File: config.mk
export PLATFORM = sky130hd
export DESIGN_NAME = crt_commit_walk
export DESIGN_NICKNAME = d
export VERILOG_FILES = /design/src/rtl/consensus_replication_tracker_assert.svh /design/src/rtl/crt_pkg.sv /design/src/rtl/crt_commit_walk.sv
export SDC_FILE = /design/constraint.sdc
export NUM_CORES = 1
export LEC_CHECK = 0
export BUFFER_PORTS_ARGS = -buffer_cell sky130_fd_sc_hd__clkbuf_2
export CELL_PAD_IN_SITES_DETAIL_PLACEMENT = 2
export CELL_PAD_IN_SITES_GLOBAL_PLACEMENT = 2
export CORE_UTILIZATION = 30
export DETAILED_ROUTE_END_ITERATION = 6
export PLACE_DENSITY = 0.8
export SETUP_SLACK_MARGIN = 0.2
export SYNTH_ARGS = -nofsm -noshare
export SYNTH_HDL_FRONTEND = slang
export SYNTH_SLANG_ARGS = --single-unit
export TNS_END_PERCENT = 5
File: constraint.sdc
create_clock -name clk_i -period 21.3 [get_ports clk_i]
set_input_delay 4.26 -clock clk_i [delete_from_list [all_inputs] [get_ports clk_i]]
set_output_delay 4.26 -clock clk_i [all_outputs]
set_load 0.02 [all_outputs]
File: src/rtl/consensus_replication_tracker_assert.svh
// Assertion macros shared by the tracker RTL.
`ifndef CONSENSUS_REPLICATION_TRACKER_ASSERT_SVH
`define CONSENSUS_REPLICATION_TRACKER_ASSERT_SVH

// Property checked at every edge outside reset.
`define CRT_ASSERT(lbl, prop, msg) \
  lbl: assert property (@(posedge clk_i) disable iff (!rst_ni) (prop)) else $error(msg);

// Antecedent implies consequent in the next cycle.
`define CRT_ASSERT_NEXT(lbl, ante, cons, msg) \
  lbl: assert property (@(posedge clk_i) disable iff (!rst_ni) (ante) |=> (cons)) \
    else $error(msg);

`endif

File: src/rtl/crt_pkg.sv
`timescale 1ns / 1ps
// ----------------------------------------------------------------------------
// crt_pkg
// Shared constants and types of the replication tracker.
// ----------------------------------------------------------------------------
package crt_pkg;

  localparam int MAX_PEERS = 8;
  localparam int LOG_DEPTH = 1024;
  localparam int LOG_AW    = $clog2(LOG_DEPTH);
  localparam int PEER_W    = (MAX_PEERS > 1) ? $clog2(MAX_PEERS) : 1;
  localparam int IDX_W     = 10;
  localparam int TERM_W    = 32;
  localparam int VOTE_W    = $clog2(MAX_PEERS + 2);

  localparam logic [1:0] CMD_APPEND = 2'd0;
  localparam logic [1:0] CMD_REPLY  = 2'd1;
  localparam logic [1:0] CMD_QUERY  = 2'd2;

  localparam logic REG_CLUSTER_SIZE = 1'b0;
  localparam logic REG_CURRENT_TERM = 1'b1;

  typedef struct packed {
    logic              done;
    logic              advanced;
    logic [IDX_W-1:0]  commit;
  } walk_res_t;

  typedef struct packed {
    logic [IDX_W-1:0]  commit_index;
    logic              commit_advanced;
    logic [IDX_W-1:0]  prev_index;
    logic [TERM_W-1:0] prev_term;
    logic [IDX_W:0]    send_first_index;
    logic [IDX_W-1:0]  send_last_index;
    logic              step_down;
    logic              log_full;
  } result_t;

endpackage

File: src/rtl/crt_commit_walk.sv
`timescale 1ns / 1ps
// ----------------------------------------------------------------------------
// crt_commit_walk
// Walks the commit index forward one log entry at a time, alternating W_READ and W_EVAL.
// ----------------------------------------------------------------------------
module crt_commit_walk (
  input  logic                          clk_i,
  input  logic                          rst_ni,
  input  logic                          start_i,
  input  logic [crt_pkg::IDX_W-1:0]     commit_i,
  input  logic [crt_pkg::IDX_W-1:0]     last_i,
  input  logic [crt_pkg::TERM_W-1:0]    term_i,
  input  logic [3:0]                    cluster_i,
  input  logic [crt_pkg::IDX_W-1:0]     match_i [crt_pkg::MAX_PEERS],
  output logic [crt_pkg::LOG_AW-1:0]    rd_addr_o,
  input  logic [crt_pkg::TERM_W-1:0]    rd_data_i,
  output logic                          busy_o,
  output crt_pkg::walk_res_t            res_o
);
  import crt_pkg::*;

  localparam logic [1:0] W_IDLE = 2'd0;
  localparam logic [1:0] W_READ = 2'd1;
  localparam logic [1:0] W_EVAL = 2'd2;

  logic [1:0]       state_q, state_d;
  logic [IDX_W:0]   n_q, n_d;
  logic [IDX_W-1:0] best_q, best_d, base_q, base_d;
  logic [4:0]       members;
  logic [VOTE_W-1:0] votes;
  logic             finish;

  // members = min(cluster_size - 1, MAX_PEERS), 0 when cluster_size is 0
  always_comb begin
    members = (cluster_i == 4'd0) ? 5'd0 : 5'({1'b0, cluster_i} - 5'd1);
    if (32'(members) > MAX_PEERS) members = 5'(MAX_PEERS);
  end

  always_comb begin
    votes = VOTE_W'(1);
    for (int p = 0; p < MAX_PEERS; p++) begin
      if (p < 32'(members) && {1'b0, match_i[p]} >= n_q) votes = votes + VOTE_W'(1);
    end
  end

  assign rd_addr_o = LOG_AW'(n_q);
  assign busy_o    = (state_q != W_IDLE);

  always_comb begin
    state_d = state_q;
    n_d     = n_q;
    best_d  = best_q;
    base_d  = base_q;
    finish  = 1'b0;
    case (state_q)
      W_IDLE: begin
        if (start_i) begin
          n_d     = {1'b0, commit_i} + (IDX_W+1)'(1);
          best_d  = commit_i;
          base_d  = commit_i;
          state_d = W_READ;
        end
      end
      W_READ: begin
        if (n_q > {1'b0, last_i}) begin
          finish  = 1'b1;
          state_d = W_IDLE;
        end else begin
          state_d = W_EVAL;
        end
      end
      W_EVAL: begin
        if (rd_data_i > term_i) begin
          finish  = 1'b1;
          state_d = W_IDLE;
        end else begin
          if (rd_data_i == term_i && 32'(votes) > 32'(cluster_i >> 1)) begin
            best_d = IDX_W'(n_q);
          end
          n_d     = n_q + (IDX_W+1)'(1);
          state_d = W_READ;
        end
      end
      default: state_d = W_IDLE;
    endcase
  end

  assign res_o.done     = finish;
  assign res_o.advanced = finish && (best_q != base_q);
  assign res_o.commit   = best_q;

  always_ff @(posedge clk_i or negedge rst_ni) begin
    if (!rst_ni) begin
      state_q <= W_IDLE;
    end else begin
      state_q <= state_d;
    end
  end

  always_ff @(posedge clk_i) begin
    n_q    <= n_d;
    best_q <= best_d;
    base_q <= base_d;
  end

endmodule

==> flow_summary_export.csv, run 1 <==
group,metric,value,unit
outcome,run_status,"finished, final reports clean",
global_routing,grt_pass1_wl,29100,microns
synthesis,post_synth.cell_area_avg,9.37,sq um
timing,report.final.hold_viol_count,0,
timing,clock_skew,2.09,ps
synthesis,synth-async-reset-ratio,0.0606,
layout,n_antenna_cell,0,
routing,drt-vias-per-instance,5.17,
global_routing,grt.total_usage,0.207,
power,ir_drop,0.0000434,V
critical_path,cp.required,21190,ps
clock_network,insertion_delay,270,ps
die,start_util,0.306,
timing,drv_slew,0,
clock_network,cts_setup_buffers,0,
routing,wl_per_cell,19.0,microns
critical_path,critPathMostFrequentCell,"o21a_1",
global_routing,grt_overflow_total,0,
critical_path,crit_arrival,11580,ps
hold_path,min_path_type,"reg2reg",
layout,nNetsFinal,1059,
timing,rsz0062_at_grt,"false",
global_routing,first_global_vias,5757,
timing,fin_crit,11690,ps
synthesis,yosysTopAreaCellShare,0.327,
layout,final.fill_count,1990,
synthesis,syn_area,5270,sq um
clock_network,clk_pin_slew,50,ps
synthesis,synth_common_cells,"ha_1 (138), inv_1 (85), edfxtp_1 (31), o21a_1 (31), a21oi_1 (25)",
placement,portBuffers,193,
placement,dpl.cell_count,967,
layout,syn2layout_area_growth,24.7,%
critical_path,startpoint_type,"input port",
power,power.density,112,nW/um^2
synthesis,syn_inst,563,
timing,relSlewSlack,0.262,
critical_path,critPathKind,"in2reg",
die,coreArea,17200,sq um
die,fp.dieArea,18100,sq um
global_routing,antenna_found_initial,0,
placement,preCtsSetupSlack,9430,ps
synthesis,synth.largest_area_cell,"ha_1",
critical_path,crit_path_top_delay_cell,"a211oi_2",
clock_network,clkSinkCount,33,
die,ios,194,
critical_path,cpPeakStageDelay,770,ps
critical_path,endpoint_kind,"flop",
synthesis,ys.flop_type,"edfxtp_1",
routing,vias,5036,
clock_network,numCtsBuffers,5,
placement,gp_congestion,0.823,
placement,dpl.hpwl,16200,microns
power,leakage,0.00343,uW
clock_network,hold_buffers,0,
run,maxCapViolCount,0,
routing,drcViolationCount,0,
layout,drive_above_1_share,0.312,
global_routing,grt_max_degree,16,
layout,fin_cells,974,
routing,postRouteAntennaNets,0,
die,die_w,135,microns
routing,finalWirelength,18500,microns
die,rows,48,
synthesis,yosysUniqueCellTypes,71,
synthesis,synth_nets,873,
timing,fmax,85.5,MHz
die,die_y,135,microns
clock_network,clock_path_buffers,2,
clock_network,post_cts_resized,0,
synthesis,yosysSeqAreaShare,0.186,
clock_network,h-tree-depth,2,
timing,setup_ws,9610,ps
timing,tightest_slew,1110,ps
timing,fin_setup_tns,0,ps
clock_network,root_buffer,"clkbuf_16",
clock_network,cts_tree,"built",
synthesis,synth-seq-cells,33,
synthesis,synth_area_leaders,"ha_1 (33%), edfxtp_1 (18%), inv_1 (6.1%)",
synthesis,synth-edff-count,31,
synthesis,ys_warn_count,0,
synthesis,yosys.cell_count.top_type,"ha_1",
timing,finalSetupViolCount,0,
critical_path,critPathMaxFanout,10,
routing,drtIter0Drc,55,
timing,fin_crit_sh,0.549,
routing,first_pass_iters,4,
[placed cells by master (no fill, tap or decap), types with 10 or more instances in the layout]
master / count
a21oi_1: 25
nand3_1: 10
nor3_1: 12
nor2_1: 23
o21a_1: 31
a21o_1: 22
edfxtp_1: 31
inv_1: 85
nand2_1: 12
xnor2_1: 18
clkbuf_2: 193
o21ai_1: 10
ha_1: 138
nand4_1: 16
[registers in the layout, summed over array words and instances, names as in the netlist]
register and count:
n_q 11, base_q 10, best_q 10, state_q 2
[cell type report]
type / count / area (sq um) / share of cell area
clock inverter: 2 / 35.0 / 0.00533
multi-input combinational: 431 / 3860 / 0.588
tap: 225 / 282 / 0.0428
timing repair buffer: 193 / 966 / 0.147
clock buffer: 5 / 125 / 0.0190
sequential: 33 / 981 / 0.149
inverter: 85 / 319 / 0.0485
[path summary, 6_finish.rpt]
path / start / endpoint / slack (ps) / depth (start not counted)
max: match_i[71] / best_q[9]$_DFFE_PP_ / 9610 / 33
min: state_q[1]$_DFFE_PN0P_ / state_q[1]$_DFFE_PN0P_ / 600 / 1
max reg2reg: n_q[1]$_DFFE_PP_ / best_q[9]$_DFFE_PP_ / 12900 / 33
min reg2reg: state_q[1]$_DFFE_PN0P_ / state_q[1]$_DFFE_PN0P_ / 600 / 1
max in group asynchronous: rst_ni / state_q[1]$_DFFE_PN0P_ / 17440 / 1
min in group asynchronous: rst_ni / state_q[0]$_DFFE_PN0P_ / 3760 / 1
[report_power, final]
part           switching (uW)  total (uW)  internal [uW]
clock                    24.9        79.1           54.2
sequential               25.2         131            106
combinational             310         525            215
[metal layers]
layer  part of all wire  up-vias  track usage
li1                   -     2418            -
met1               0.39     2426        0.219
met2               0.53      154        0.407
met3              0.049       38       0.0387
met4              0.028        0       0.0674
met5                  0        -            0
[worst max-delay path, delay by kind of cell]
| family | cells | cell delay [ps] |
|---|---|---|
| compound gates | 17 | 3760 |
| xor+xnor | 2 | 420 |
| fa+ha+maj | 6 | 2070 |
| buf+inv | 3 | 220 |
| mux | 2 | 550 |
| simple gates | 3 | 290 |
[through the flow]
step / hold WS, ps / total power, uW / cell area, sq um / utilization
after floorplan: 526 / 498 / 5270 / -
after global routing: 638 / 802 / 6570 / 0.381
after detailed placement: 598 / 652 / 6410 / 0.372
after CTS: 606 / 746 / 6570 / 0.381
final: 603 / 735 / 6570 / 0.381
after global placement: 549 / 600 / 6410 / 0.372
[logic make-up after synthesis]
group                      Yosys count  share of synthesized area
AOI/OAI and AO/OA                  140                      0.200
xor gates and xnor gates            30                     0.0626
adders and majority gates          139                      0.331
buffers and inverters               99                     0.0809
DFF                                 33                      0.186
muxes                               14                     0.0292
and+or+nand+nor                    108                      0.110
(Power assumes the default switching activity.)
==> run 2, diff against run 1 <==
==> constraint.sdc (replaced) <==
create_clock -name clk_i -period 10.8 [get_ports clk_i]
set_input_delay 2.16 -clock clk_i [delete_from_list [all_inputs] [get_ports clk_i]]
set_output_delay 2.16 -clock clk_i [all_outputs]
set_load 0.02 [all_outputs]
==> flow_summary_export.csv, run 2 (synthesized netlist as in run 1, its figures left out) <==
group,metric,value,unit
outcome,run_status,"finished, final reports clean",
timing,finalSetupViolCount,0,
power,sw_frac_of_total,0.491,
critical_path,endpoint_kind,"flop",
power,p_int,737,uW
global_routing,antenna_found_initial,0,
hold_path,min_path_type,"reg2reg",
power,switching_power,712,uW
clock_network,cts_tree,"built",
power,p_clk_frac,0.109,
die,fp.dieArea,18100,sq um
critical_path,rrSetupSlack,2460,ps
clock_network,h-tree-depth,2,
layout,reg.largest.list,"n_q (11), base_q (10), best_q (10)",
layout,final_common_cell,"clkbuf_2",
placement,postPlaceCellArea,6410,sq um
layout,final.fill_count,1971,
layout,nNetsFinal,1059,
die,start_util,0.306,
power,comb_power_share,0.711,
timing,drv_slew,0,
critical_path,critPathMaxFanout,10,
timing,relSlewSlack,0.164,
routing,postRouteAntennaNets,0,
layout,syn2layout_area_growth,24.7,%
placement,portBuffers,193,
die,coreArea,17200,sq um
routing,drt-vias-per-instance,5.15,
clock_network,clk_pin_slew,50,ps
run,maxCapViolCount,0,
layout,post-route-cell-area,6570,sq um
die,die_w,135,microns
critical_path,cpLargestDelayFamily,"compound AO/OA/AOI/OAI gates",
timing,fin_crit_sh,0.882,
clock_network,hold_buffers,0,
timing,clock_skew,4.53,ps
global_routing,grt_max_degree,16,
layout,layout_common_cells,"clkbuf_2 (193), ha_1 (138), inv_1 (85)",
timing,fin_setup_tns,0,ps
clock_network,post_cts_resized,0,
critical_path,startpoint_type,"input port",
timing,rsz0062_at_grt,"false",
die,ios,194,
critical_path,path_buf_inv,3,
global_routing,first_global_vias,5765,
clock_network,insertion_delay,280,ps
global_routing,grt.total_usage,0.209,
power,power.density,220,nW/um^2
power,power.total,1450,uW
layout,drive_above_1_share,0.312,
clock_network,cts_setup_buffers,0,
timing,fin_crit,9530,ps
power,leakage,0.00343,uW
routing,finalWirelength,18700,microns
timing,tightest_slew,1250,ps
critical_path,crit_arrival,9430,ps
die,rows,48,
routing,drcViolationCount,0,
critical_path,cpPeakStageDelay,690,ps
layout,regMostFlops,"n_q",
layout,n_antenna_cell,0,
critical_path,crit_path_top_delay_cell,"a211oi_2",
power,pwr-share-seq,0.180,
timing,report.final.hold_viol_count,0,
placement,gp_congestion,0.839,
layout,fin_cells,974,
clock_network,root_buffer,"clkbuf_16",
routing,drtIter0Drc,55,
die,die_y,135,microns
clock_network,clkSinkCount,33,
critical_path,cp.required,10700,ps
routing,vias,5016,
clock_network,clock_path_buffers,2,
placement,dpl.cell_count,967,
clock_network,numCtsBuffers,5,
critical_path,critPathMostFrequentCell,"o21a_1",
routing,first_pass_iters,4,
global_routing,grt_overflow_total,0,
layout,largest_reg_flops,11,
global_routing,grt_pass1_wl,29400,microns
power,ir_drop,0.0000791,V
critical_path,critPathKind,"in2reg",
timing,whs,585,ps
routing,wl_per_cell,19.2,microns
timing,fmax,105,MHz
placement,dpl.hpwl,16200,microns
-- run 2: cell counts in the layout (fill, tap and decap cells not counted) --
No cell type changed its count.
-- run 2: metal layers --
layer	GRT usage	wire length (microns)	vias to the layer above
li1	-	-	2421
met1	0.228	7480	2408
met2	0.403	9760	151
met3	0.0383	919	36
met4	0.0668	500	0
met5	0	0	-
-- run 2: metrics by stage --
stage	setup WS, ps	utilization
after global routing	910	0.381
after global placement	1490	0.372
final	1270	0.381
after CTS	1290	0.381
after floorplan	2020	-
after detailed placement	1060	0.372
-- run 2: power groups by stage --
| stage | Sequential, uW | Combinational [uW] | Clock [uW] |
|---|---|---|---|
| floorplan | 257 | 725 | 0 |
| global placement | 260 | 927 | 0 |
| detailed placement | 263 | 1020 | 0 |
| CTS | 263 | 1040 | 160 |
| global route | 267 | 1140 | 163 |
| finish | 261 | 1030 | 158 |
-- run 2: worst paths after layout --
path / start / endpoint / cells past startpoint
min in group asynchronous: rst_ni / state_q[1]$_DFFE_PN0P_ / 1
max in group asynchronous: rst_ni / state_q[0]$_DFFE_PN0P_ / 1
worst min register to register: state_q[1]$_DFFE_PN0P_ / state_q[1]$_DFFE_PN0P_ / 1
worst max register to register: n_q[1]$_DFFE_PP_ / best_q[7]$_DFFE_PP_ / 33
worst max-delay path: match_i[71] / best_q[7]$_DFFE_PP_ / 33
worst min-delay path: state_q[1]$_DFFE_PN0P_ / state_q[1]$_DFFE_PN0P_ / 1
-- run 2: area by class of cell --
type / count / area [sq um] / share of cell area
multi-input combinational: 431 / 3860 / 0.588
tap: 225 / 282 / 0.0428
sequential: 33 / 981 / 0.149
clock buffer: 5 / 125 / 0.0190
timing repair buffer: 193 / 966 / 0.147
inverter: 85 / 319 / 0.0485
clock inverter: 2 / 35.0 / 0.00533
==> run 3, diff against run 2 <==
--- a/config.mk
+++ b/config.mk
@@ -10,8 +10,9 @@
 export CELL_PAD_IN_SITES_GLOBAL_PLACEMENT = 2
 export CORE_UTILIZATION = 30
 export DETAILED_ROUTE_END_ITERATION = 6
+export GPL_TIMING_DRIVEN = 0
 export PLACE_DENSITY = 0.8
-export SETUP_SLACK_MARGIN = 0.2
+export SETUP_SLACK_MARGIN = 0.02
 export SYNTH_ARGS = -nofsm -noshare
 export SYNTH_HDL_FRONTEND = slang
 export SYNTH_SLANG_ARGS = --single-unit
==> flow_summary_export.csv, run 3 (synthesized netlist as in run 1, its figures left out) <==
group,metric,value,unit
die,ios,194,
timing,finalSetupViolCount,0,
layout,final_common_cell,"clkbuf_2",
routing,drt-vias-per-instance,5.10,
global_routing,grt.total_usage,0.210,
timing,fin_setup_tns,0,ps
timing,tightest_slew,1180,ps
critical_path,cpLargestDelayFamily,"compound AO/OA/AOI/OAI gates",
critical_path,critPathMaxFanout,10,
layout,layout_common_cells,"clkbuf_2 (193), ha_1 (138), inv_1 (85)",
clock_network,numCtsBuffers,5,
layout,final_util,0.388,
global_routing,grt_pass1_wl,29700,microns
timing,fin_crit_sh,0.900,
placement,gp_congestion,0.800,
global_routing,antenna_found_initial,0,
timing,fin_crit,9720,ps
layout,reg.largest.list,"n_q (11), base_q (10), best_q (10)",
timing,whs,611,ps
routing,first_pass_iters,4,
layout,multiInputGateArea,3860,sq um
timing,report.final.hold_viol_count,0,
critical_path,cp.required,10690,ps
layout,syn2layout_area_growth,26.8,%
timing,clock_skew,7.23,ps
layout,regMostFlops,"n_q",
timing,drv_slew,0,
placement,dpl.hpwl,16400,microns
critical_path,crit_path_top_delay_cell,"a211oi_2",
layout,n_antenna_cell,0,
die,start_util,0.306,
run,maxCapViolCount,0,
placement,dpl.cell_count,981,
routing,postRouteAntennaNets,0,
routing,vias,5042,
timing,rsz0062_at_grt,"false",
clock_network,insertion_delay,280,ps
die,fp.dieArea,18100,sq um
clock_network,root_buffer,"clkbuf_16",
timing,relSlewSlack,0.216,
hold_path,min_path_type,"reg2reg",
die,die_w,135,microns
die,die_y,135,microns
routing,drcViolationCount,0,
clock_network,hold_buffers,0,
clock_network,clkSinkCount,33,
critical_path,critPathMostFrequentCell,"o21a_1",
critical_path,critPathKind,"in2reg",
die,coreArea,17200,sq um
critical_path,endpoint_kind,"flop",
power,power.density,220,nW/um^2
clock_network,clk_pin_slew,50,ps
global_routing,grt_overflow_total,0,
critical_path,cpPeakStageDelay,860,ps
layout,seqCellArea,981,sq um
layout,final.fill_count,1954,
routing,wl_per_cell,19.0,microns
global_routing,first_global_vias,5781,
power,leakage,0.00350,uW
die,rows,48,
critical_path,path_buf_inv,3,
clock_network,post_cts_resized,0,
clock_network,cts_setup_buffers,0,
critical_path,crit_arrival,9620,ps
placement,portBuffers,193,
routing,finalWirelength,18800,microns
clock_network,h-tree-depth,2,
layout,largest_reg_flops,11,
layout,nNetsFinal,1073,
critical_path,startpoint_type,"input port",
outcome,run_status,"finished, final reports clean",
routing,drtIter0Drc,50,
clock_network,cts_tree,"built",
clock_network,clock_path_buffers,2,
global_routing,grt_max_degree,12,
power,ir_drop,0.0000979,V
layout,drive_above_1_share,0.323,
timing,fmax,103,MHz
layout,fin_cells,989,
==> run 3: cell types whose count changed in the layout (fill, tap and decap cells not counted) <==
cell / change
buf_4: +12
clkbuf_1: +1
clkbuf_8: +1
clkinv_1: +1
clkinv_2: -1
clkinvlp_4: +1
==> run 3: layout make-up <==
| class | count | area share |
|---|---|---|
| flip-flops and latches | 33 | 0.147 |
| well taps | 225 | 0.0421 |
| multi-input cells | 431 | 0.578 |
| inverters | 85 | 0.0477 |
| plain buffers | 14 | 0.0161 |
| clock inverters | 3 | 0.00618 |
| repair buffers | 193 | 0.144 |
| clock buffers | 5 | 0.0187 |
==> run 3: final timing paths <==
check	to	startpoint	depth (start not counted)	slack (ps)
worst min-delay path	state_q[1]$_DFFE_PN0P_	state_q[1]$_DFFE_PN0P_	1	610
worst max register to register	best_q[6]$_DFFE_PP_	n_q[1]$_DFFE_PP_	33	2240
worst min register to register	state_q[1]$_DFFE_PN0P_	state_q[1]$_DFFE_PN0P_	1	610
min in group asynchronous	state_q[1]$_DFFE_PN0P_	rst_ni	1	1660
worst max-delay path	best_q[6]$_DFFE_PP_	match_i[71]	33	1080
max in group asynchronous	state_q[0]$_DFFE_PN0P_	rst_ni	1	9040
==> run 3: report_power, final <==
group	internal [uW]	switching, uW	leakage, uW
clock	108	52.9	0.0000775
sequential	209	49.2	0.000318
combinational	443	610	0.00310
total	759	712	0.00350
==> run 3: worst reg2reg max path: cells and delay by family, from the launching register on <==
kind            cells  cell delay, ps
flops               1             470
mux                 2             540
xor+xnor            2             440
buf+inv             3             470
simple gates        3             260
fa+ha+maj           6            2090
compound gates     17            3910
==> run 3: routing by layer <==
| metal | wire [microns] | vias to the layer above | track usage |
|---|---|---|---|
| met3 | 869 | 32 | 0.0372 |
| met1 | 7490 | 2424 | 0.231 |
| met5 | 0 | - | 0 |
| met4 | 448 | 0 | 0.0624 |
| li1 | - | 2445 | - |
| met2 | 9980 | 141 | 0.406 |
==> run 3: metrics by stage <==
| step | instance area (sq um) | total power (uW) | setup WS, ps |
|---|---|---|---|
| CTS | 6690 | 1490 | 1070 |
| global placement | 6520 | 1210 | 1290 |
| global route | 6690 | 1610 | 702 |
| detailed placement | 6520 | 1310 | 864 |
| floorplan | 5270 | 982 | 2020 |
| finish | 6690 | 1470 | 1080 |
